[config.mk]
export PLATFORM = sky130hd
export DESIGN_NAME = dhfk_cordic_cell
export DESIGN_NICKNAME = d
export VERILOG_FILES = /design/src/rtl/dhfk_pkg.sv /design/src/rtl/dhfk_cordic_cell.sv
export SDC_FILE = /design/constraint.sdc
export NUM_CORES = 2
export LEC_CHECK = 0
export ABC_AREA = 0
export BUFFER_PORTS_ARGS = -buffer_cell sky130_fd_sc_hd__buf_4
export CAP_MARGIN = 20
export CORE_MARGIN = 8
export CORE_UTILIZATION = 30
export DETAILED_ROUTE_END_ITERATION = 16
export SKIP_LAST_GASP = 1
export SLEW_MARGIN = 25
export SYNTH_ARGS = -nofsm -noshare
export SYNTH_HDL_FRONTEND = slang
export SYNTH_SLANG_ARGS = --single-unit
[constraint.sdc]
create_clock -name i_clk -period 3.41 [get_ports i_clk]
set_input_delay 0 -clock i_clk [delete_from_list [all_inputs] [get_ports i_clk]]
set_output_delay 0 -clock i_clk [all_outputs]
set_load 0.01 [all_outputs]
[src/rtl/dhfk_pkg.sv]
`timescale 1ns / 1ps
// ----------------------------------------------------------------------------
// dhfk_pkg
// Shared types, fixed-point constants and helpers for the DH kinematics core.
// ----------------------------------------------------------------------------
package dhfk_pkg;

    localparam int NUM_JOINTS   = 6;
    localparam int NUM_REGS     = 6;
    localparam int ANG_W        = 18;
    localparam int LEN_W        = 24;
    localparam int ATAN_ENTRIES = 24;
    localparam int ROT_W        = 18;
    localparam int POS_W        = 28;

    typedef logic signed [31:0]      t_q28;
    typedef logic signed [32:0]      t_pos;
    typedef logic signed [ANG_W-1:0] t_ang_in;
    typedef t_q28                    t_lane [NUM_JOINTS];
    typedef t_ang_in                 t_ang_lane [NUM_JOINTS];
    typedef t_q28                    t_rot [3][3];
    typedef t_pos                    t_vec [3];

    localparam t_q28 Q28_ONE     = 32'sd268435456;
    localparam t_q28 Q28_PI_HALF = 32'sd421657428;
    localparam t_q28 Q28_PI      = 32'sd843314857;
    localparam t_q28 Q28_TWO_PI  = 32'sd1686629713;
    localparam t_q28 Q28_GAIN    = 32'sd163008219;

    localparam t_q28 ATAN_Q28 [ATAN_ENTRIES] = '{
        32'sd210828714, 32'sd124459457, 32'sd65760959, 32'sd33381290,
        32'sd16755422,  32'sd8385879,   32'sd4193963,  32'sd2097109,
        32'sd1048571,   32'sd524287,    32'sd262144,   32'sd131072,
        32'sd65536,     32'sd32768,     32'sd16384,    32'sd8192,
        32'sd4096,      32'sd2048,      32'sd1024,     32'sd512,
        32'sd256,       32'sd128,       32'sd64,       32'sd32
    };

    // twist cosine / sine per joint
    localparam logic signed [1:0] JOINT_CA [NUM_JOINTS] = '{
        2'sd0, 2'sd1, 2'sd0, 2'sd0, 2'sd0, 2'sd1
    };
    localparam logic signed [1:0] JOINT_SA [NUM_JOINTS] = '{
        2'sd1, 2'sd0, 2'sd1, -2'sd1, 2'sd1, 2'sd0
    };
    localparam t_q28 JOINT_OFFSET [NUM_JOINTS] = '{
        32'sd0, Q28_PI_HALF, 32'sd0, 32'sd0, 32'sd0, 32'sd0
    };

    localparam logic [2:0] REG_BASE_HEIGHT      = 3'd0;
    localparam logic [2:0] REG_SHOULDER_OFFSET  = 3'd1;
    localparam logic [2:0] REG_UPPER_ARM_LENGTH = 3'd2;
    localparam logic [2:0] REG_ELBOW_OFFSET     = 3'd3;
    localparam logic [2:0] REG_FOREARM_LENGTH   = 3'd4;
    localparam logic [2:0] REG_TOOL_LENGTH      = 3'd5;

    localparam logic signed [66:0] HALF_Q28 = 67'sd134217728;

    function automatic logic signed [65:0] apply_sign(input logic signed [1:0] k,
                                                       input logic signed [65:0] v);
        logic signed [65:0] r;
        case (k)
            2'sd1:   r = v;
            -2'sd1:  r = -v;
            default: r = '0;
        endcase
        return r;
    endfunction

    // round half up, then drop 28 fraction bits
    function automatic t_q28 rnd_q28(input logic signed [66:0] v);
        logic signed [66:0] t;
        t = v + HALF_Q28;
        return t_q28'(t[59:28]);
    endfunction

    function automatic t_pos rnd_pos(input logic signed [66:0] v);
        logic signed [66:0] t;
        t = v + HALF_Q28;
        return t_pos'(t[60:28]);
    endfunction

endpackage

[src/rtl/dhfk_cordic_cell.sv]
`timescale 1ns / 1ps
// ----------------------------------------------------------------------------
// dhfk_cordic_cell
// One rotation-mode CORDIC iteration, applied to all joint lanes.
// ----------------------------------------------------------------------------
module dhfk_cordic_cell import dhfk_pkg::*; #(
    parameter int STEP = 0
) (
    input  logic                  i_clk,
    input  logic                  i_rst_n,
    input  logic                  i_en,
    input  logic                  i_valid,
    input  t_lane                 i_x,
    input  t_lane                 i_y,
    input  t_lane                 i_z,
    input  logic [NUM_JOINTS-1:0] i_flip,
    output logic                  o_valid,
    output t_lane                 o_x,
    output t_lane                 o_y,
    output t_lane                 o_z,
    output logic [NUM_JOINTS-1:0] o_flip
);

    localparam t_q28 ATAN_STEP = ATAN_Q28[STEP];

    logic                  r_valid;
    t_lane                 r_x, r_y, r_z, n_x, n_y, n_z;
    logic [NUM_JOINTS-1:0] r_flip;

    always_comb begin
        for (int j = 0; j < NUM_JOINTS; j++) begin
            if (i_z[j] >= 0) begin
                n_x[j] = i_x[j] - (i_y[j] >>> STEP);
                n_y[j] = i_y[j] + (i_x[j] >>> STEP);
                n_z[j] = i_z[j] - ATAN_STEP;
            end else begin
                n_x[j] = i_x[j] + (i_y[j] >>> STEP);
                n_y[j] = i_y[j] - (i_x[j] >>> STEP);
                n_z[j] = i_z[j] + ATAN_STEP;
            end
        end
    end

    always_ff @(posedge i_clk) begin
        if (!i_rst_n) begin
            r_valid <= 1'b0;
        end else if (i_en) begin
            r_valid <= i_valid;
        end
    end

    always_ff @(posedge i_clk) begin
        if (i_en) begin
            r_x    <= n_x;
            r_y    <= n_y;
            r_z    <= n_z;
            r_flip <= i_flip;
        end
    end

    assign o_valid = r_valid;
    assign o_x     = r_x;
    assign o_y     = r_y;
    assign o_z     = r_z;
    assign o_flip  = r_flip;

endmodule

# Yosys cells after proc, flatten, opt, wreduce, memory -nomap -nowiden
# Cells that the tools add are included.
# word_totals
ff_bits	583
ramBits	0
n_memories	0
word_cells	74
in_bits	586
mem_bits_ro	0
out_inout_bits	583
latch_bits	0
# op_classes
mux	18
n_lt_le_gt_ge	6
n_eq_ne	0
n_reduce_logical	0
n_div	0
multipliers	0
shifts	0
bitwise	0
addsub	30
# op_table
cell	count
32-bit two-way mux	18
32-bit subtractor	12
32-bit by 29-bit adder with 32-bit output, second input constant	6
32-bit adder	6
32-bit by 1-bit >= comparator with 1-bit output, second input constant	6
32-bit by 29-bit subtractor with 32-bit output, second input constant	6

# Depth between registers and ports, before layout
# depth
ltp_word	2
ltp_mapped	16
ltp_nobuf	13

# Worst setup path after synthesis
# Ideal clock, no wire load.
# synth_path
path_kind	input-to-reg
start	input port i_z[159] (netlist name)
end	register r_z, in the netlist o_z[158] (data pin)
required_time_ps	3145
arrival_ps	3402
slack_ps	-257
stages	15
cell_sequence	clkbuf_1 inv_1 clkbuf_1 buf_1 ha_1 o21a_1 o21ai_0 a41oi_1 o21ai_0 o211ai_1 o21ai_0 o31ai_1 a221oi_1 o21ai_0 xor2_1
# synth_lines
element	line_no	source
start, declared	dhfk_cordic_cell.sv:15	input t_lane i_z,
end signal, assigned	dhfk_cordic_cell.sv:56	r_z <= n_z;
end, declared	dhfk_cordic_cell.sv:27	t_lane r_x, r_y, r_z, n_x, n_y, n_z;

==> flow_metrics.env <==
export IMPL_outcome="finished, violations left"
export IMPL_violations="negative setup slack"
export IMPL_max_stage_delay_ns=0.60
export IMPL_worst_slack_ns=-0.0571
export IMPL_cellLeakagePower_nw=35.2
export IMPL_synth_mux_area_share_pct=1.68
export IMPL_multi_input_area_sq_um=36000
export IMPL_antenna_found_initial=69
export IMPL_hp_start="i_y[156]"
export IMPL_synthSimpleGateAreaFrac_pct=12.2
export IMPL_final_util_pct=41.9
export IMPL_start_util_pct=30.2
export IMPL_synth_xor_area_share_pct=8.09
export IMPL_io_buffers=1168
export IMPL_power_total_w=0.0325
export IMPL_root_buffer="clkbuf_16"
export IMPL_synth_top_area_share_pct=30.5
export IMPL_skew_ns=0
export IMPL_reg2reg_depth=3
export IMPL_synth_flop_cell="edfxtp_1"
export IMPL_first_iter_violations=5063
export IMPL_cts_max_level=3
export IMPL_syn_cell_area_sq_um=56600
export IMPL_worstPathRequired_ns=3.84
export IMPL_start_kind="primary input"
export IMPL_die_area_sq_um=203000
export IMPL_hpwl_um=221000
export IMPL_rows=159
export IMPL_max_cap_violations=0
export IMPL_die_h_um=450
export IMPL_holdWs_ns=0.0618
export IMPL_ys_seq_area_share_pct=30.6
export IMPL_path_cells="dlygate4sd3_1 -> buf_4 -> inv_1 -> ha_1 -> a21oi_1 -> o21ai_0 -> a211o_1 -> a211o_1 -> a21boi_0 -> nor3b_1 -> buf_4 -> o31ai_2 -> a32oi_1 -> xnor2_1 -> dlygate4sd3_1"
export IMPL_slew_headroom_pct=38.0
export IMPL_hold_end="o_y[157]$_DFFE_PP_"
export IMPL_setup_tns_ns=-0.0571
export IMPL_fmax_mhz=288
export IMPL_synthAdderAreaFrac_pct=17.0
export IMPL_synthesis_nets=7838
export IMPL_drv_slew=0
export IMPL_hold_path_depth=6
export IMPL_cts_sinks=577
export IMPL_synth_async_reset_ratio_pct=0
export IMPL_cts_setup_buffers=0
export IMPL_clk_path_buf_depth=3
export IMPL_crit_type="in -> reg"
export IMPL_period_needed_ns=3.47
export IMPL_synth_area_leaders="edfxtp_1 (31%), ha_1 (16%), a21oi_1 (6.8%), xnor2_1 (6.7%), inv_1 (4.1%)"
export IMPL_critPathSlowestCell="dlygate4sd3_1"
export IMPL_grt_use_total_pct=24.8
export IMPL_area_growth_pct=38.9
export IMPL_synthCells=6496
export IMPL_r2r_end="o_valid$_SDFFE_PN0P_"
export IMPL_hold_violations=0
export IMPL_rrSetupSlack_ns=2.15
export IMPL_r2r_start="o_valid$_SDFFE_PN0P_"
export IMPL_drc=0
export IMPL_design_area_sq_um=78700
export IMPL_synth_most_common_cell="a21oi_1"
export IMPL_path_clk_slew_ns=0.06
export IMPL_tightestPinTransition_ns=0.906
export IMPL_fin_crit_sh_pct=102
export IMPL_yosys_top_cells_count="a21oi_1 (770), ha_1 (732), inv_1 (617), edfxtp_1 (576), nor2_1 (515)"
export IMPL_critPathArrivalTime_ns=3.90
export IMPL_wl_per_cell_um=24.4
export IMPL_routabilityCongestion=0.993
export IMPL_synth_edf_count=576
export IMPL_cts_tree="built"
export IMPL_cts_buffers_inserted=79
export IMPL_avgSynthCellArea_sq_um=8.72
export IMPL_yosys_warnings=0
export IMPL_rsz0062_at_grt="yes"
export IMPL_ys_ff_latch=577
export IMPL_overflow=0
export IMPL_cp_end_kind="flip-flop"
export IMPL_synth_top_family_by_area="compound AO/OA/AOI/OAI gates"
export IMPL_num_vias=58306
export IMPL_antenna_left=0
export IMPL_core_area_sq_um=188000
export IMPL_grt_pass1_wl_um=387000
export IMPL_final_nets=9721
export IMPL_clk_insertion_delay_late_ns=0.68
export IMPL_io_pins=1169
export IMPL_n_fill_cell=18589
export IMPL_synth_compound_area_share_pct=24.3
export IMPL_grt_max_degree=110
export IMPL_drtPass1Iterations=7
export IMPL_die_w_um=450
export IMPL_yosysTopAreaCell="edfxtp_1"
export IMPL_vdd_ir_drop_max_uv=482
export IMPL_grt_pass1_vias=57588
export IMPL_cp_max_fo=7
export IMPL_ys_types=95
export IMPL_ff_latch_area_sq_um=17300
export IMPL_via_per_inst=5.31
export IMPL_dpl_instance_area_sq_um=70300
export IMPL_hp_class="in -> reg"
export IMPL_pwr_density_cell_nw_per_um2=413
export IMPL_setup_viol=1
export IMPL_layout_drive_gt1_share_pct=20.8
export IMPL_wirelength_um=268000
critical path, delay by kind of cell:
family,cells,cell delay (ns)
xor gates and xnor gates,1,0.16
and+or+nand+nor,1,0.09
buffers and inverters,5,1.49
adders and majority gates,1,0.37
AOI/OAI and AO/OA,7,1.76
power by group:
group	switching (W)	internal, W	total, W
Combinational	0.00757	0.00605	0.0136
Clock	0.00358	0.00517	0.00875
Sequential	0.000693	0.00945	0.0101
repair_timing:
| action | 4_1_cts | 5_1_grt |
|---|---|---|
| hold buffers | 538 | 0 |
| setup endpoints to repair | 0 | 29 |
| gates resized for setup | 0 | 52 |
| endpoints found under the hold margin | 523 | 0 |
logic make-up (layout without fill, tap and decap cells):
group / Yosys count / after routing
AO/OA/AOI/OAI: 2176 / 2176
XOR/XNOR: 523 / 523
adder cells (fa/ha/maj): 756 / 756
buffers and inverters: 908 / 2852
flip-flops: 577 / 577
multiplexers: 95 / 95
other: 0 / 49
AND/OR/NAND/NOR: 1461 / 1461
stage by stage:
step                      worst slack, ns  cells
after detailed placement          -0.0167  10255
final                             -0.0571  10984
after global placement             -0.248  10255
after CTS                          0.0184  10935
after floorplan                   0.00679   6496
after global routing               -0.197  10980
flip-flops by register name, summed over array words and instances, names as in the netlist:
| signal | flops |
|---|---|
| o_z | 192 |
| o_x | 192 |
| o_flip | 6 |
| o_y | 186 |
| o_valid | 1 |
cells in the final DEF (no fill, tap or decap), types with 315 or more instances in the layout:
cell type / n
xnor2_1: 431
a21oi_1: 767
ha_1: 731
edfxtp_1: 576
nand2_1: 315
buf_4: 1525
dlygate4sd3_1: 538
o21ai_0: 407
nor2_1: 514
inv_1: 612
final cells by class:
cell class	instances	area share, %
clock inverters	51	0.733
flip-flops and latches	577	22.0
clock buffers	91	2.65
inverters	635	3.03
diodes	49	0.156
multi-input cells	5011	45.8
well taps	2495	3.97
repair buffers	2075	21.7
how the worst max path moves through the flow:
stage	start	end	slack [ns]	cells after the start
4_1_cts	i_z[33]	o_z[61]$_DFFE_PP_	0.02	15
6_report	i_x[34]	o_y[63]$_DFFE_PP_	-0.06	15
5_1_grt	i_x[34]	o_y[63]$_DFFE_PP_	-0.20	15
3_3_place_gp	i_x[6]	o_y[31]$_DFFE_PP_	-0.25	15
2_1_floorplan	i_z[191]	o_z[191]$_DFFE_PP_	0.007	14
3_5_place_dp	i_x[64]	o_y[94]$_DFFE_PP_	-0.02	15
metal layers:
layer	track usage [%]	wire [um]	vias to the layer above
li1	-	-	27167
met1	30.4	108000	28103
met2	41.5	126000	2528
met3	4.79	19000	500
met4	12.9	15500	8
met5	0	59	-
(Power assumes the default switching activity.)
